==> src/design/bmhc_pkg.sv <==
// Shared types and constants for the button multi-tap and hold counter.
`default_nettype none

package bmhc_pkg;

    // Register map, indexed by paddr[3:2]
    localparam logic [1:0] REG_DEBOUNCE = 2'd0;
    localparam logic [1:0] REG_GAP      = 2'd1;
    localparam logic [1:0] REG_REPEAT   = 2'd2;
    localparam logic [1:0] REG_HOLD_LVL = 2'd3;

    // Register reset values
    localparam logic [15:0] RST_DEBOUNCE_MS = 16'd50;
    localparam logic [15:0] RST_GAP_MS      = 16'd500;
    localparam logic [15:0] RST_REPEAT_MS   = 16'd500;

    // Report kinds
    localparam logic KIND_TAP  = 1'b0;
    localparam logic KIND_HOLD = 1'b1;

    // Edge count saturation point
    localparam logic signed [7:0] EDGE_MAX = 8'sd127;

    // Command queue sizing
    localparam int Q_DEPTH = 2;
    localparam int Q_PTR_W = $clog2(Q_DEPTH);
    localparam int Q_CNT_W = $clog2(Q_DEPTH + 1);

    // Divider iteration count and counter width
    localparam int DIV_STEPS = 32;
    localparam int DIV_CNT_W = $clog2(DIV_STEPS);

    // One classified sample: an optional tap report and an optional hold report
    typedef struct packed {
        logic        tap_vld;
        logic [5:0]  tap_val;
        logic        hold_vld;
        logic [31:0] held_ms;
        logic [15:0] rep_ms;
    } t_cmd;

endpackage

`default_nettype wire

==> src/design/bmhc_front.sv <==
// Front end: debounce, edge counting and classification of each sample.
`default_nettype none

module bmhc_front (
    input  wire logic              i_clk,
    input  wire logic              i_rst_n,
    input  wire logic              i_accept,
    input  wire logic              i_pin_level,
    input  wire logic [31:0]       i_now_ms,
    input  wire logic [15:0]       i_debounce_ms,
    input  wire logic [15:0]       i_gap_ms,
    input  wire logic [15:0]       i_repeat_ms,
    input  wire logic              i_hold_level,
    output logic                   o_push,
    output bmhc_pkg::t_cmd         o_cmd
);
    import bmhc_pkg::*;

    logic               r_stable;
    logic               r_prev;
    logic [31:0]        r_last_change;
    logic signed [7:0]  r_edge_cnt;
    logic [31:0]        r_last_report;

    logic               n_stable;
    logic [31:0]        n_last_change;
    logic signed [7:0]  n_edge_cnt;
    logic [31:0]        n_last_report;

    logic [31:0]        quiet;
    logic               settled;
    logic               past_gap;
    logic signed [7:0]  cnt_edge;
    logic               tap;
    logic               hold;
    logic [15:0]        rep;
    logic [31:0]        since_report;

    // Classify the sample against the debounce, gap and repeat timers
    always_comb begin
        n_last_change = (i_pin_level != r_prev) ? i_now_ms : r_last_change;
        quiet         = i_now_ms - n_last_change;
        settled       = quiet > {16'd0, i_debounce_ms};
        past_gap      = quiet > {16'd0, i_gap_ms};
        rep           = (i_repeat_ms == 16'd0) ? 16'd1 : i_repeat_ms;
        since_report  = i_now_ms - r_last_report;

        n_stable   = r_stable;
        cnt_edge   = r_edge_cnt;
        if (settled && (i_pin_level != r_stable)) begin
            n_stable = i_pin_level;
            if (r_edge_cnt < EDGE_MAX) begin
                cnt_edge = r_edge_cnt + 8'sd1;
            end
        end

        tap  = settled && (cnt_edge > 8'sd1) && past_gap;
        hold = settled && (since_report > {16'd0, rep}) &&
               (i_pin_level == i_hold_level) && past_gap;

        n_edge_cnt = cnt_edge;
        if (tap) begin
            n_edge_cnt = 8'sd0;
        end
        if (hold) begin
            n_edge_cnt = -8'sd1;
        end
        n_last_report = hold ? i_now_ms : r_last_report;

        o_cmd.tap_vld  = tap;
        o_cmd.tap_val  = cnt_edge[6:1];
        o_cmd.hold_vld = hold;
        o_cmd.held_ms  = quiet - {16'd0, i_gap_ms};
        o_cmd.rep_ms   = rep;
        o_push         = i_accept && (tap || hold);
    end

    // Advance the tracking state on each accepted beat
    always_ff @(posedge i_clk) begin
        if (!i_rst_n) begin
            r_stable      <= 1'b0;
            r_prev        <= 1'b0;
            r_last_change <= 32'd0;
            r_edge_cnt    <= 8'sd0;
            r_last_report <= 32'd0;
        end else if (i_accept) begin
            r_stable      <= n_stable;
            r_prev        <= i_pin_level;
            r_last_change <= n_last_change;
            r_edge_cnt    <= n_edge_cnt;
            r_last_report <= n_last_report;
        end
    end

endmodule

`default_nettype wire

==> src/design/bmhc_queue.sv <==
// Short command queue between the front end and the report engine.
`default_nettype none

module bmhc_queue (
    input  wire logic              i_clk,
    input  wire logic              i_rst_n,
    input  wire logic              i_push,
    input  wire bmhc_pkg::t_cmd    i_cmd,
    input  wire logic              i_pop,
    output logic                   o_full,
    output logic                   o_empty,
    output bmhc_pkg::t_cmd         o_cmd
);
    import bmhc_pkg::*;

    t_cmd                r_slot [Q_DEPTH];
    logic [Q_PTR_W-1:0]  r_wptr;
    logic [Q_PTR_W-1:0]  r_rptr;
    logic [Q_CNT_W-1:0]  r_cnt;

    assign o_full  = (r_cnt == Q_CNT_W'(Q_DEPTH));
    assign o_empty = (r_cnt == '0);
    assign o_cmd   = r_slot[r_rptr];

    // Store pushed commands
    always_ff @(posedge i_clk) begin
        if (i_push) begin
            r_slot[r_wptr] <= i_cmd;
        end
    end

    // Track pointers and fill level
    always_ff @(posedge i_clk) begin
        if (!i_rst_n) begin
            r_wptr <= '0;
            r_rptr <= '0;
            r_cnt  <= '0;
        end else begin
            if (i_push) begin
                r_wptr <= r_wptr + 1'b1;
            end
            if (i_pop) begin
                r_rptr <= r_rptr + 1'b1;
            end
            if (i_push && !i_pop) begin
                r_cnt <= r_cnt + 1'b1;
            end else if (!i_push && i_pop) begin
                r_cnt <= r_cnt - 1'b1;
            end
        end
    end

    a_no_push_full: assert property (@(posedge i_clk) disable iff (!i_rst_n)
        o_full |-> !i_push)
        else $error("queue pushed while full");
    a_no_pop_empty: assert property (@(posedge i_clk) disable iff (!i_rst_n)
        o_empty |-> !i_pop)
        else $error("queue popped while empty");

endmodule

`default_nettype wire

==> src/design/bmhc_back.sv <==
// Report engine: emits tap reports and computes hold steps with a serial divider.
`default_nettype none

module bmhc_back (
    input  wire logic              i_clk,
    input  wire logic              i_rst_n,
    input  wire logic              i_empty,
    input  wire bmhc_pkg::t_cmd    i_cmd,
    output logic                   o_pop,
    output logic                   o_out_valid,
    input  wire logic              i_out_stall,
    output logic                   o_report_kind,
    output logic [31:0]            o_report_value,
    output logic                   o_last_of_run
);
    import bmhc_pkg::*;

    localparam logic [1:0] S_IDLE = 2'd0;
    localparam logic [1:0] S_TAP  = 2'd1;
    localparam logic [1:0] S_DIV  = 2'd2;
    localparam logic [1:0] S_HOLD = 2'd3;

    logic [1:0]            r_state;
    logic [1:0]            n_state;
    logic                  r_hold_vld;
    logic [5:0]            r_tap_val;
    logic [31:0]           r_quo;
    logic [15:0]           r_rem;
    logic [15:0]           r_div;
    logic [DIV_CNT_W-1:0]  r_cnt;

    logic                  r_ovld;
    logic                  r_kind;
    logic [31:0]           r_value;
    logic                  r_last;

    logic                  out_free;
    logic [16:0]           trial;
    logic                  fits;
    logic [16:0]           trial_sub;

    assign out_free = !r_ovld || !i_out_stall;
    assign o_pop    = (r_state == S_IDLE) && !i_empty;

    // One restoring division step
    always_comb begin
        trial     = {r_rem, r_quo[31]};
        fits      = trial >= {1'b0, r_div};
        trial_sub = trial - {1'b0, r_div};
    end

    // Sequence the reports of one command
    always_comb begin
        n_state = r_state;
        unique case (r_state)
            S_IDLE: begin
                if (!i_empty) begin
                    n_state = i_cmd.tap_vld ? S_TAP : S_DIV;
                end
            end
            S_TAP: begin
                if (out_free) begin
                    n_state = r_hold_vld ? S_DIV : S_IDLE;
                end
            end
            S_DIV: begin
                if (r_cnt == DIV_CNT_W'(DIV_STEPS - 1)) begin
                    n_state = S_HOLD;
                end
            end
            S_HOLD: begin
                if (out_free) begin
                    n_state = S_IDLE;
                end
            end
            default: n_state = S_IDLE;
        endcase
    end

    always_ff @(posedge i_clk) begin
        if (!i_rst_n) begin
            r_state <= S_IDLE;
        end else begin
            r_state <= n_state;
        end
    end

    // Load a command and run the divider
    always_ff @(posedge i_clk) begin
        if (o_pop) begin
            r_hold_vld <= i_cmd.hold_vld;
            r_tap_val  <= i_cmd.tap_val;
            r_quo      <= i_cmd.held_ms;
            r_rem      <= 16'd0;
            r_div      <= i_cmd.rep_ms;
            r_cnt      <= '0;
        end else if (r_state == S_DIV) begin
            r_quo <= {r_quo[30:0], fits};
            r_rem <= fits ? trial_sub[15:0] : trial[15:0];
            r_cnt <= r_cnt + 1'b1;
        end
    end

    // Hold the output beat until it is taken
    always_ff @(posedge i_clk) begin
        if (!i_rst_n) begin
            r_ovld <= 1'b0;
        end else if (out_free) begin
            r_ovld <= (r_state == S_TAP) || (r_state == S_HOLD);
        end
    end

    always_ff @(posedge i_clk) begin
        if (out_free && (r_state == S_TAP)) begin
            r_kind  <= KIND_TAP;
            r_value <= {26'd0, r_tap_val};
            r_last  <= !r_hold_vld;
        end else if (out_free && (r_state == S_HOLD)) begin
            r_kind  <= KIND_HOLD;
            r_value <= (&r_quo) ? r_quo : r_quo + 32'd1;
            r_last  <= 1'b1;
        end
    end

    assign o_out_valid    = r_ovld;
    assign o_report_kind  = r_kind;
    assign o_report_value = r_value;
    assign o_last_of_run  = r_last;

    a_div_nonzero: assert property (@(posedge i_clk) disable iff (!i_rst_n)
        (r_state == S_DIV) |-> (r_div != 16'd0))
        else $error("hold divider started with a zero divisor");
    a_hold_last: assert property (@(posedge i_clk) disable iff (!i_rst_n)
        (r_ovld && (r_kind == KIND_HOLD)) |-> r_last)
        else $error("hold report not marked last");
    a_tap_range: assert property (@(posedge i_clk) disable iff (!i_rst_n)
        (r_ovld && (r_kind == KIND_TAP)) |-> (r_value != 32'd0) && (r_value < 32'd64))
        else $error("tap report value out of range");

endmodule

`default_nettype wire

==> src/design/button_multitap_hold_counter.sv <==
// Top level: configuration registers and the front end, queue and report engine.
//
// Debounces a sampled button pin, counts taps and reports long holds. Each input
// beat (pin level plus millisecond time) is taken by the front end whenever its
// two-entry command queue has room; a beat that causes no report is not queued.
// The report engine pops a command and registers its tap report from the tap
// state; a hold report follows a 32-step serial divider (held time divided by
// the repeat interval). Registers are written over the APB port at byte
// addresses 0 (debounce), 4 (gap), 8 (repeat), 12 (hold level) and should
// only be written while no reports are pending.
`default_nettype none

module button_multitap_hold_counter (
    input  wire logic        i_clk,
    input  wire logic        i_rst_n,
    input  wire logic        psel,
    input  wire logic        penable,
    input  wire logic        pwrite,
    input  wire logic [3:0]  paddr,
    input  wire logic [31:0] pwdata,
    output logic [31:0]      prdata,
    output logic             pready,
    input  wire logic        i_in_valid,
    output logic             o_in_stall,
    input  wire logic        i_pin_level,
    input  wire logic [31:0] i_now_ms,
    output logic             o_out_valid,
    input  wire logic        i_out_stall,
    output logic             o_report_kind,
    output logic [31:0]      o_report_value,
    output logic             o_last_of_run
);
    import bmhc_pkg::*;

    logic [15:0] r_debounce_ms;
    logic [15:0] r_gap_ms;
    logic [15:0] r_repeat_ms;
    logic        r_hold_level;

    logic        cfg_wr;
    logic        in_accept;
    logic        push;
    logic        pop;
    logic        q_full;
    logic        q_empty;
    t_cmd        push_cmd;
    t_cmd        head_cmd;

    assign pready = 1'b1;
    assign cfg_wr = psel && penable && pwrite && pready;

    // Write configuration registers
    always_ff @(posedge i_clk) begin
        if (!i_rst_n) begin
            r_debounce_ms <= RST_DEBOUNCE_MS;
            r_gap_ms      <= RST_GAP_MS;
            r_repeat_ms   <= RST_REPEAT_MS;
            r_hold_level  <= 1'b0;
        end else if (cfg_wr) begin
            unique case (paddr[3:2])
                REG_DEBOUNCE: r_debounce_ms <= pwdata[15:0];
                REG_GAP:      r_gap_ms      <= pwdata[15:0];
                REG_REPEAT:   r_repeat_ms   <= pwdata[15:0];
                REG_HOLD_LVL: r_hold_level  <= pwdata[0];
                default:      r_hold_level  <= r_hold_level;
            endcase
        end
    end

    // Read back configuration registers
    always_comb begin
        unique case (paddr[3:2])
            REG_DEBOUNCE: prdata = {16'd0, r_debounce_ms};
            REG_GAP:      prdata = {16'd0, r_gap_ms};
            REG_REPEAT:   prdata = {16'd0, r_repeat_ms};
            REG_HOLD_LVL: prdata = {31'd0, r_hold_level};
            default:      prdata = 32'd0;
        endcase
    end

    assign o_in_stall = q_full;
    assign in_accept  = i_in_valid && !o_in_stall;

    bmhc_front u_front (
        .i_clk         (i_clk),
        .i_rst_n       (i_rst_n),
        .i_accept      (in_accept),
        .i_pin_level   (i_pin_level),
        .i_now_ms      (i_now_ms),
        .i_debounce_ms (r_debounce_ms),
        .i_gap_ms      (r_gap_ms),
        .i_repeat_ms   (r_repeat_ms),
        .i_hold_level  (r_hold_level),
        .o_push        (push),
        .o_cmd         (push_cmd)
    );

    bmhc_queue u_queue (
        .i_clk   (i_clk),
        .i_rst_n (i_rst_n),
        .i_push  (push),
        .i_cmd   (push_cmd),
        .i_pop   (pop),
        .o_full  (q_full),
        .o_empty (q_empty),
        .o_cmd   (head_cmd)
    );

    bmhc_back u_back (
        .i_clk          (i_clk),
        .i_rst_n        (i_rst_n),
        .i_empty        (q_empty),
        .i_cmd          (head_cmd),
        .o_pop          (pop),
        .o_out_valid    (o_out_valid),
        .i_out_stall    (i_out_stall),
        .o_report_kind  (o_report_kind),
        .o_report_value (o_report_value),
        .o_last_of_run  (o_last_of_run)
    );

endmodule

`default_nettype wire

==> config.mk <==
export PLATFORM = sky130hd
export DESIGN_NAME = button_multitap_hold_counter
export DESIGN_NICKNAME = d
export VERILOG_FILES = /design/src/design/bmhc_pkg.sv /design/src/design/bmhc_front.sv /design/src/design/bmhc_queue.sv /design/src/design/bmhc_back.sv /design/src/design/button_multitap_hold_counter.sv
export SDC_FILE = /design/constraint.sdc
export NUM_CORES = 1
export LEC_CHECK = 0
export ABC_CLOCK_PERIOD_IN_PS = 10600
export BUFFER_PORTS_ARGS = -buffer_cell sky130_fd_sc_hd__buf_2
export CAP_MARGIN = 20
export CORE_MARGIN = 10
export CORE_UTILIZATION = 40
export DETAILED_ROUTE_END_ITERATION = 16
export GPL_TIMING_DRIVEN = 0
export PLACE_DENSITY = 0.59
export RECOVER_POWER = 100
export SLEW_MARGIN = 20
export SYNTH_ARGS = -nofsm -noshare
export SYNTH_HDL_FRONTEND = slang
export SYNTH_SLANG_ARGS = --single-unit
==> constraint.sdc <==
create_clock -name i_clk -period 10.6 [get_ports i_clk]
set_input_delay 1.59 -clock i_clk [delete_from_list [all_inputs] [get_ports i_clk]]
set_output_delay 1.59 -clock i_clk [all_outputs]
set_load 0.02 [all_outputs]
# Word-level counts from Yosys, hierarchy flattened
# Memories as Yosys holds them, arrays and structs flattened. A register that Yosys moved wholly into a read port is not among the register bits.
# Cells that the tools add are included.
dict set report totals {
  ramBits 112
  wordCells 125
  reg_bits 240
  n_memories 1
}
# name depth width read_ports rd_ports_with_merged_regs wr line_no
set memory_table {}
lappend memory_table {u_queue.r_slot 2 56 1 1 1 bmhc_queue.sv:16} ;# t_cmd r_slot [Q_DEPTH];
dict set report classes {
  addsub 11
  n_eq_ne 15
  reduce_logical 40
  muxes 28
  magnitude_cmp 6
}
# operator n
set op_table {}
lappend op_table {{$mux 32} 4}
lappend op_table {{$pmux 32 s4} 1}
lappend op_table {{$gt 32x16->1} 3}
lappend op_table {{$sub 32x32->32} 2}
lappend op_table {{$add 32x1->32 const B} 1}
lappend op_table {{$mux 16} 2}
lappend op_table {{$mux 8} 4}
lappend op_table {{$reduce_and 32->1} 1}
lappend op_table {{$sub 32x16->32} 1}
lappend op_table {{$ge 17x16->1} 1}
lappend op_table {{$logic_not 16->1} 1}
lappend op_table {{$mux 2} 8}
lappend op_table {{$sub 16x16->16} 1}
lappend op_table {{$logic_and 1x1->1} 15}
lappend op_table {{$mux 6} 2}
lappend op_table {{$reduce_and 2->1} 6}
lappend op_table {{$eq 2x2->1 const B} 5}
lappend op_table {{$add 8x2->8 const B} 1}
lappend op_table {{$gt 8x2->1 const B} 1}
lappend op_table {{$lt 8x8->1 const B} 1}
lappend op_table {{$pmux 2 s4} 1}
lappend op_table {{$logic_not 1->1} 7}
lappend op_table {{$logic_not 2->1} 3}
lappend op_table {{$mux 1} 6}
lappend op_table {{13 further kinds} 22}

# Depth between registers and ports, before layout
# Gate-level depths: netlist of the first run.
dict set report depth {
  depth_word 15
  ltp_mapped 33
}

# Cells and area by module
# From an unflattened synthesis of the first run, not the netlist that was laid out.
dict set report hier_totals {
  cells_unflattened 2380
  area_unflattened_um2 21961.1
}
# module cells_each instances area_each_um2
set modules_own_cells {}
lappend modules_own_cells {bmhc_front 1301 1 9507.9}
lappend modules_own_cells {bmhc_back 624 1 5773.0}
lappend modules_own_cells {bmhc_queue 196 1 4270.3}
lappend modules_own_cells {button_multitap_hold_counter 259 1 2409.8}

# Least setup slack after synthesis of the first run
# Ideal clock, no wire load.
dict set report synth_path {
  path_kind {input -> register}
  start {input port i_pin_level}
  end {memory u_queue.r_slot[0][0] (netlist name), enable pin}
  path_slack_ns 0.851
  t_arrival_ns 9.272
  stages 26
  cell_sequence {buf_4 xnor2_1 buf_2 buf_2 buf_1 nand2_1 o21ai_0 ha_1 inv_1 ha_1 a21oi_1 o22ai_1 o211ai_2 a21oi_1 or2_2 a21oi_1 xnor2_1 ha_1 nand4_1 or2_2 o32a_1 or2_1 a211o_1 o21bai_4 a21oi_2 nor2b_1}
}
dict set report synth_via {
  elab_chain_len 13
  elab_cells_between_ends 19
  cone_classes {add/sub: 1; order compare: 3; eq/ne: 3; mux: 4; reduce/logical: 8}
}
# item line_no
set synth_lines {}
lappend synth_lines {{start: declaration} button_multitap_hold_counter.sv:25} ;# input wire logic i_pin_level,
lappend synth_lines {{$ne 1x1->1 (*)} bmhc_front.sv:41} ;# n_last_change = (i_pin_level != r_prev) ? i_now_ms : r_last_change;
lappend synth_lines {{$mux 32 (*)} bmhc_front.sv:41}
lappend synth_lines {{net u_front.n_last_change[0]} bmhc_front.sv:26} ;# logic [31:0] n_last_change;
lappend synth_lines {{$sub 32x32->32 (*)} bmhc_front.sv:42} ;# quiet = i_now_ms - n_last_change;
lappend synth_lines {{$gt 32x16->1} bmhc_front.sv:43} ;# settled = quiet > {16'd0, i_debounce_ms};
lappend synth_lines {{$logic_and 1x1->1} bmhc_front.sv:50} ;# if (settled && (i_pin_level != r_stable)) begin
lappend synth_lines {{$mux 8} bmhc_front.sv:50}
lappend synth_lines {{$gt 8x2->1} bmhc_front.sv:57} ;# tap = settled && (cnt_edge > 8'sd1) && past_gap;
lappend synth_lines {{$logic_and 1x1->1 (2 in a row)} bmhc_front.sv:57}
lappend synth_lines {{$logic_or 1x1->1 (*)} bmhc_front.sv:75} ;# o_push = i_accept && (tap || hold);
lappend synth_lines {{$logic_and 1x1->1 (*)} bmhc_front.sv:75}
lappend synth_lines {{net push} button_multitap_hold_counter.sv:42} ;# logic push;
lappend synth_lines {{$mux 1 (*)} bmhc_queue.sv:27} ;# if (i_push) begin
lappend synth_lines {{$mux 1 (implied by the code) (*)} bmhc_queue.sv:28} ;# r_slot[r_wptr] <= i_cmd;
lappend synth_lines {{end: declaration} bmhc_queue.sv:16}
# Mark *: on every way through the listed nets, which the timed path passes. The rest lies on a longest branch.

==> results by group, run 1 <==
Status
  – Status: complete, no violations

Yosys
  – Post-Synthesis Mean Instance Area: 9.01 sq um
  – Asr flop ratio synth: 0%
  – Post-synth top area share: 24.6%
  – Synth area leaders: edfxtp_1, dfxtp_1, ha_1, mux2i_1, nand2_1
  – Seq/Total Area, Yosys: 41.6%
  – Mapped Cells: 2353
  – Main synth FF type: dfxtp_1
  – Yosys Warn Count: 0
  – Number of synthesized flops with an enable pin: 174
  – Yosys top cell by area: edfxtp_1
  – Post-synth cell types: 87
  – Synth Register Bits: 353
  – Synthesized area: 0.0212 sq mm

Critical path
  – CP arrival: 9.57 ns
  – Crit Path Category: input port to register
  – Worst EP required: 10.86 ns
  – Startpoint types: input port
  – CP Capture Type: register
  – Worst r2r src: u_front.r_prev
  – R2r setup slk: 2.14 ns
  – R2r worst-path depth: 26
  – Worst r2r dst: u_queue.r_slot[1][34]
  – Max FO, Critical Path: 31

Floorplan
  – Boundary Pins: 145
  – Core area: 0.0526 sq mm
  – Initial Utilization: 40.3%
  – Site Rows: 84
  – DIE HEIGHT: 250 um
  – Die Wd: 250 um
  – Die ar.: 0.0626 sq mm

Worst hold path
  – HP Start: u_back.o_report_kind
  – Hold WC Path Type: register to register
  – Worst hold endpoint: u_back.o_report_kind
  – Cell count of the worst hold path: 2

CTS
  – CTS root buffer: clkbuf_16
  – Post-CTS Setup Bufs: 0
  – Clock buffer count from CTS: 41
  – Worst-Skew Late Latency: 0.57 ns
  – Clock Path Buffers: 3
  – Quantity of hold-fixing buffers added after cts: 0
  – CTS tree: yes
  – CTS Sinks: 353
  – H-tree lvl count: 2
  – Resized Gates After CTS: 0
  – Clock Pin Slew Worst Setup and Hold Paths: 0.06 ns

STA
  – Final worst path period need: 9.31 ns
  – Final hold viol count: 0
  – Final worst path period share: 87.8%
  – Slew headroom: 4.16%
  – Layout Skew: 0.0171 ns
  – Final setup viols: 0
  – Slew @ Worst Pin: 1.44 ns
  – Setup ws final: 1.29 ns
  – RSZ-0062 raised after global routing: no
  – Final Slew Violations: 0
  – Fmax: 107 MHz

Final layout
  – Register area: 0.00881 sq mm
  – Nets@finish: 2722
  – # diodes: 0
  – Commonest cells after routing, fill and taps aside: nand2_1, dfxtp_1, nor2_1, o21ai_0, edfxtp_1
  – Filler Cells Inserted: 5200
  – Footprint of the multi-input gates: 0.0113 sq mm
  – Layout area overhead: 13.8%
  – Final core occ: 45.9%
  – Commonest non-fill, non-tap cell in the layout: nand2_1
  – Share of cells above drive strength 1: 8.06%
  – Final cell count without fillers: 3243

Placement
  – GPL Wtd Cong: 0.922
  – # placed instances: 3167
  – Hpwl dp: 46100 um
  – IO buf count: 107
  – DP Worst Slack: 1.34 ns

Power
  – Worst vdd ir: 0.195 mV
  – Static Leakage: 9.24 nW
  – Pwr Density: 235 mW/mm^2

Global routing
  – Overflow after GRT: 0
  – Initial antenna violation count: 1
  – Vias in the first global route: 17072
  – Global Route Usage Sum: 18.1%
  – First-pass GRT wire length: 92600 um
  – Largest net degree at the start of global routing: 33

Routing
  – Vias: 17337
  – DRC: 0
  – DR WL/cell: 18.1 um
  – Drt via density: 5.35
  – Drt total wl: 58600 um
  – 1st-iter DRT viols: 899
  – Routed Antenna Nets: 0
  – DRT Pass-1 Iters: 7

Run
  – Max cap viols: 0
[metrics by stage]
stage	power [mW]	setup TNS, ns	instance area [sq um]	hold WS [ns]
after CTS	5.74	0	24200	0.448
after floorplan	3.56	0	21300	0.440
after global placement	4.14	-112.00	22700	0.433
after detailed placement	4.21	0	22700	0.437
after global routing	6.05	0	24100	0.469
final	5.68	0	24100	0.450
[worst max-delay path by stage]
stage                     start                     to  slack [ns]  depth (start not counted)
finish              i_pin_level  u_queue.r_slot[1][34]        1.29                         27
global route        i_pin_level  u_queue.r_slot[1][43]        0.69                         27
CTS                 i_pin_level       u_queue.r_cnt[1]        1.92                         30
detailed placement  i_pin_level       u_queue.r_cnt[1]        1.34                         30
global placement    i_pin_level  u_queue.r_slot[0][44]       -1.95                         26
floorplan           i_pin_level   u_queue.r_slot[0][0]        0.85                         26
[cells by family (layout without fill, tap and decap cells)]
group | Yosys count | in the layout | share of synthesized area [%]
simple gates | 763 | 763 | 16.5
compound gates | 553 | 553 | 16.4
fa+ha+maj | 131 | 131 | 7.76
xor+xnor | 121 | 121 | 5.03
other cells | 2 | 17 | 0.0354
mux | 149 | 149 | 7.28
flops | 353 | 353 | 41.6
buf+inv | 281 | 468 | 5.45
[synth_stat cells, drive strengths merged, types with 10 or more instances]
cell type and number:
edfxtp 174, inv 155, nand3 47, a21boi 11
nor4 11, a21o 44, mux2 28, mux2i 120
o211ai 26, nand2b 30, nor2 177, nand2 315
buf 40, xnor2 64, dfxtp 179, clkbuf 86
xor2 57, nor3 38, o21a 12, o21bai 10
ha 121, o21ai 179, or2 12, a211oi 34
and2 11, a21oi 152, or3 19, nor2b 27
nand4 26, and3 24
[metal layers]
metal  up-vias  wire (um)  global-route usage (%)
met5         -          0                       0
met2       365      27900                    31.1
li1       8653          -                       -
met4         0       1530                    5.68
met3        87       2500                    2.46
met1      8232      26600                    23.0
[flip-flops by register name, indices dropped and copies added, names as in the netlist, 5 cells and up, named ones only]
| signal | count |
|---|---|
| r_debounce_ms | 16 |
| r_gap_ms | 16 |
| r_repeat_ms | 16 |
| u_back.o_report_value | 32 |
| u_back.r_cnt | 5 |
| u_back.r_div | 16 |
| u_back.r_quo | 32 |
| u_back.r_rem | 16 |
| u_back.r_tap_val | 6 |
| u_front.r_edge_cnt | 8 |
| u_front.r_last_change | 32 |
| u_front.r_last_report | 32 |
| u_queue.r_slot | 112 |
[power by group]
group	switching, mW	total (mW)	internal [mW]
registers	0.183	2.10	1.91
clock network	0.595	1.52	0.925
logic	1.33	2.06	0.735
[area by class of cell]
| type | instances | share of cell area, % |
|---|---|---|
| Inverter | 155 | 2.41 |
| Tap cell | 688 | 3.57 |
| Timing Repair Buffer | 111 | 2.20 |
| Multi-Input combinational cell | 1734 | 46.8 |
| Sequential cell | 353 | 36.5 |
| Clock inverter | 23 | 1.35 |
| Buffer | 126 | 2.36 |
| Clock buffer | 53 | 4.78 |
[critical path, cell delays in order]
cell      delay [ns]
buf_4           0.17
xnor2_1         0.34
clkbuf_1        0.46
clkbuf_1        0.63
clkbuf_1        0.52
nand2_1         0.10
o21ai_0         0.14
ha_1            0.22
inv_1           0.06
ha_1            0.18
a21oi_1         0.22
o22ai_1         0.24
o211ai_2        0.47
a21oi_1         0.24
or2_2           0.35
a21oi_1         0.19
xnor2_1         0.14
ha_1            0.33
nand4_1         0.11
or2_2           0.33
o32a_1          0.45
o21a_1          0.28
a31oi_1         0.58
o21bai_4        0.22
a21oi_2         0.29
and2_4          0.43
buf_12          0.26
Note: power is estimated with default switching activity, not from simulation.
==> run 2: changes to the inputs <==
--- a/config.mk
+++ b/config.mk
@@ -14,6 +14,7 @@
 export GPL_TIMING_DRIVEN = 0
 export PLACE_DENSITY = 0.59
 export RECOVER_POWER = 100
+export REMOVE_ABC_BUFFERS = 1
 export SLEW_MARGIN = 20
 export SYNTH_ARGS = -nofsm -noshare
 export SYNTH_HDL_FRONTEND = slang
==> run 2 against run 1 <==
Compared with the run above: the flow now finishes with violations (max-capacitance violations, max-slew violations); register-to-register slack better by 0.66 ns; largest power group unchanged; die area stayed put; non-clock buffer count is 114 lower; critical path depth is 4 lower; wire length is 4.8% lower; global-route usage is 0.88 points lower; total power is 0.61% lower; clock skew is 0.0044 ns higher.
==> results by group, run 2 (synthesis results as in run 1) <==
Routing
  – DRT Pass-1 Iters: 5 (-2)
  – 1st-iter DRT viols: 999 (+11%)
  – DRC: 0 (unchanged)
  – DR WL/cell: 17.8 um (-1.4%)
  – Vias: 16795 (-3.1%)
  – DR top layer: met4
  – WL met3: 2730 um (+9.3%)
  – Met1 WL: 25000 um (-6.0%)
  – Drt total wl: 55800 um (-4.8%)
  – Met2 wire length: 26100 um (-6.5%)
  – Routed Antenna Nets: 0 (unchanged)
  – Drt via density: 5.36 (+0.27%)

STA
  – Slew headroom: -193% (-200 points)
  – Layout Skew: 0.0215 ns (+0.00436 ns)
  – Final worst path period share: 83.5% (-4.3 points)
  – Final worst path period need: 8.85 ns (-0.456 ns)
  – Fmax: 113 MHz (+5.1%)
  – Final setup viols: 0 (unchanged)
  – Setup ws final: 1.75 ns (+0.456 ns)
  – Final hold viol count: 0 (unchanged)
  – RSZ-0062 raised after global routing: no
  – Slew @ Worst Pin: 4.39 ns (+2.95 ns)
  – Final Slew Violations: 160 (+160)
  – Worst hold margin: 0.441 ns (-0.00892 ns)

Worst hold path
  – Hold WC Path Type: register to register
  – HP Start: u_back.o_report_kind

CTS
  – H-tree lvl count: 2 (unchanged)
  – Clock Path Buffers: 3 (unchanged)
  – CTS Sinks: 353 (unchanged)
  – CTS root buffer: clkbuf_16
  – Clock Pin Slew Worst Setup and Hold Paths: 0.06 ns (about the same)
  – Resized Gates After CTS: 0 (unchanged)
  – Quantity of hold-fixing buffers added after cts: 0 (unchanged)
  – CTS tree: yes
  – Post-CTS Setup Bufs: 0 (unchanged)
  – Clock buffer count from CTS: 42 (+2.4%)
  – Worst-Skew Late Latency: 0.59 ns (+0.02 ns)

Final layout
  – Largest Register: u_queue.r_slot
  – Nets@finish: 2609 (-4.2%)
  – Final cell count without fillers: 3133 (-3.4%)
  – Design area: 0.0237 sq mm (-1.7%)
  – Commonest cells after routing, fill and taps aside: nand2_1, dfxtp_1, o21ai_0
  – Filler Cells Inserted: 5147 (-1.0%)
  – Commonest non-fill, non-tap cell in the layout: nand2_1
  – Max FFs per register: 112 (unchanged)
  – Share of cells above drive strength 1: 7.70% (-0.36 points)
  – Layout area overhead: 11.8%

Placement
  – IO buf count: 109 (+1.9%)
  – # placed instances: 3053 (-3.6%)
  – DP Worst Slack: 1.98 ns (+0.644 ns)
  – Area after DPL: 0.0224 sq mm (-1.5%)
  – GPL Wtd Cong: 0.905 (-1.8%)
  – Hpwl dp: 42500 um (-7.7%)

Global routing
  – Largest net degree at the start of global routing: 99 (+200%)
  – Global Route Usage Sum: 17.2% (-0.88 points)
  – Overflow after GRT: 0 (unchanged)
  – Initial antenna violation count: 3 (+2)
  – First-pass GRT wire length: 88600 um (-4.3%)
  – Vias in the first global route: 16555 (-3.0%)

Floorplan
  – Initial Utilization: 40.3% (unchanged)
  – Site Rows: 84 (unchanged)
  – Die Wd: 250 um (unchanged)
  – DIE HEIGHT: 250 um (unchanged)
  – Core area: 0.0526 sq mm (unchanged)
  – Boundary Pins: 145 (unchanged)
  – Die ar.: 0.0626 sq mm (unchanged)

Status
  – Status: finished, violations left
  – Violated checks: max-capacitance violations, max-slew violations

Critical path
  – Crit Path Category: input port to register
  – CP startpoint: i_pin_level
  – Max FO, Critical Path: 47 (+52%)
  – Worst EP required: 10.90 ns (+0.04 ns)
  – CP Capture Type: register
  – Startpoint types: input port
  – CP arrival: 9.15 ns (-0.42 ns)
  – Worst r2r src: u_front.r_prev

Run
  – Max cap viols: 3 (+3)

Power
  – Static Leakage: 9.04 nW (-2.1%)
  – Worst vdd ir: 0.109 mV (-44%)
  – Pwr Density: 238 mW/mm^2 (+1.1%)
  – Total power: 5.64 mW (-0.61%)
==> run 2: area by class of cell <==
class	instances	area, sq um	share of cell area (%)
multi-input combinational	1734	11300	47.6
sequential	353	8810	37.2
clock buffer	50	1110	4.69
tap	688	861	3.63
timing repair buffer	123	683	2.88
inverter	155	583	2.46
clock inverter	27	368	1.55
antenna	3	7.51	0.0317
==> run 2: per-stage QoR <==
step           setup TNS [ns]  util, %
3_3_place_gp          -397.87     42.0
4_1_cts                     0     45.4
2_1_floorplan          -24.13        -
3_5_place_dp                0     42.6
6_report                    0     45.1
5_1_grt                     0     45.1
==> run 2: final timing paths <==
kind	endpoint	slack, ns	cells past startpoint
worst min register to register	u_back.o_report_kind	0.44	2
worst max register to register	u_queue.r_slot[1][43]	2.80	23
worst max-delay path	u_queue.r_slot[1][43]	1.75	23
worst min-delay path	u_back.o_report_kind	0.44	2
==> run 2: metal layers <==
layer / track usage, % / up-vias
li1: - / 8421
met1: 21.9 / 7926
met2: 28.6 / 354
met3: 2.87 / 94
met4: 6.75 / 0
met5: 0 / -
==> run 2: where the power goes <==
group | switching, mW | total (mW) | internal (mW)
Combinational | 1.25 | 1.99 | 0.737
Sequential | 0.199 | 2.11 | 1.91
Clock | 0.612 | 1.54 | 0.929
Total | 2.06 | 5.64 | 3.58
==> run 2: worst max-delay path: stages <==
cell and delay, ns:
clkbuf_1 0.51, xnor2_1 0.38, o21ai_0 0.32, ha_1 0.22
inv_1 0.06, ha_1 0.18, a21oi_1 0.20, o22ai_1 0.22
o211ai_1 0.70, a21oi_1 0.30, or2_2 0.37, a21oi_1 0.18
xnor2_1 0.12, ha_1 0.31, nand4_1 0.11, or2_2 0.32
o32a_1 0.46, o211ai_1 0.55, mux2_2 0.41, o21bai_1 0.47
a21oi_1 0.21, and2_0 0.53, buf_16 0.36
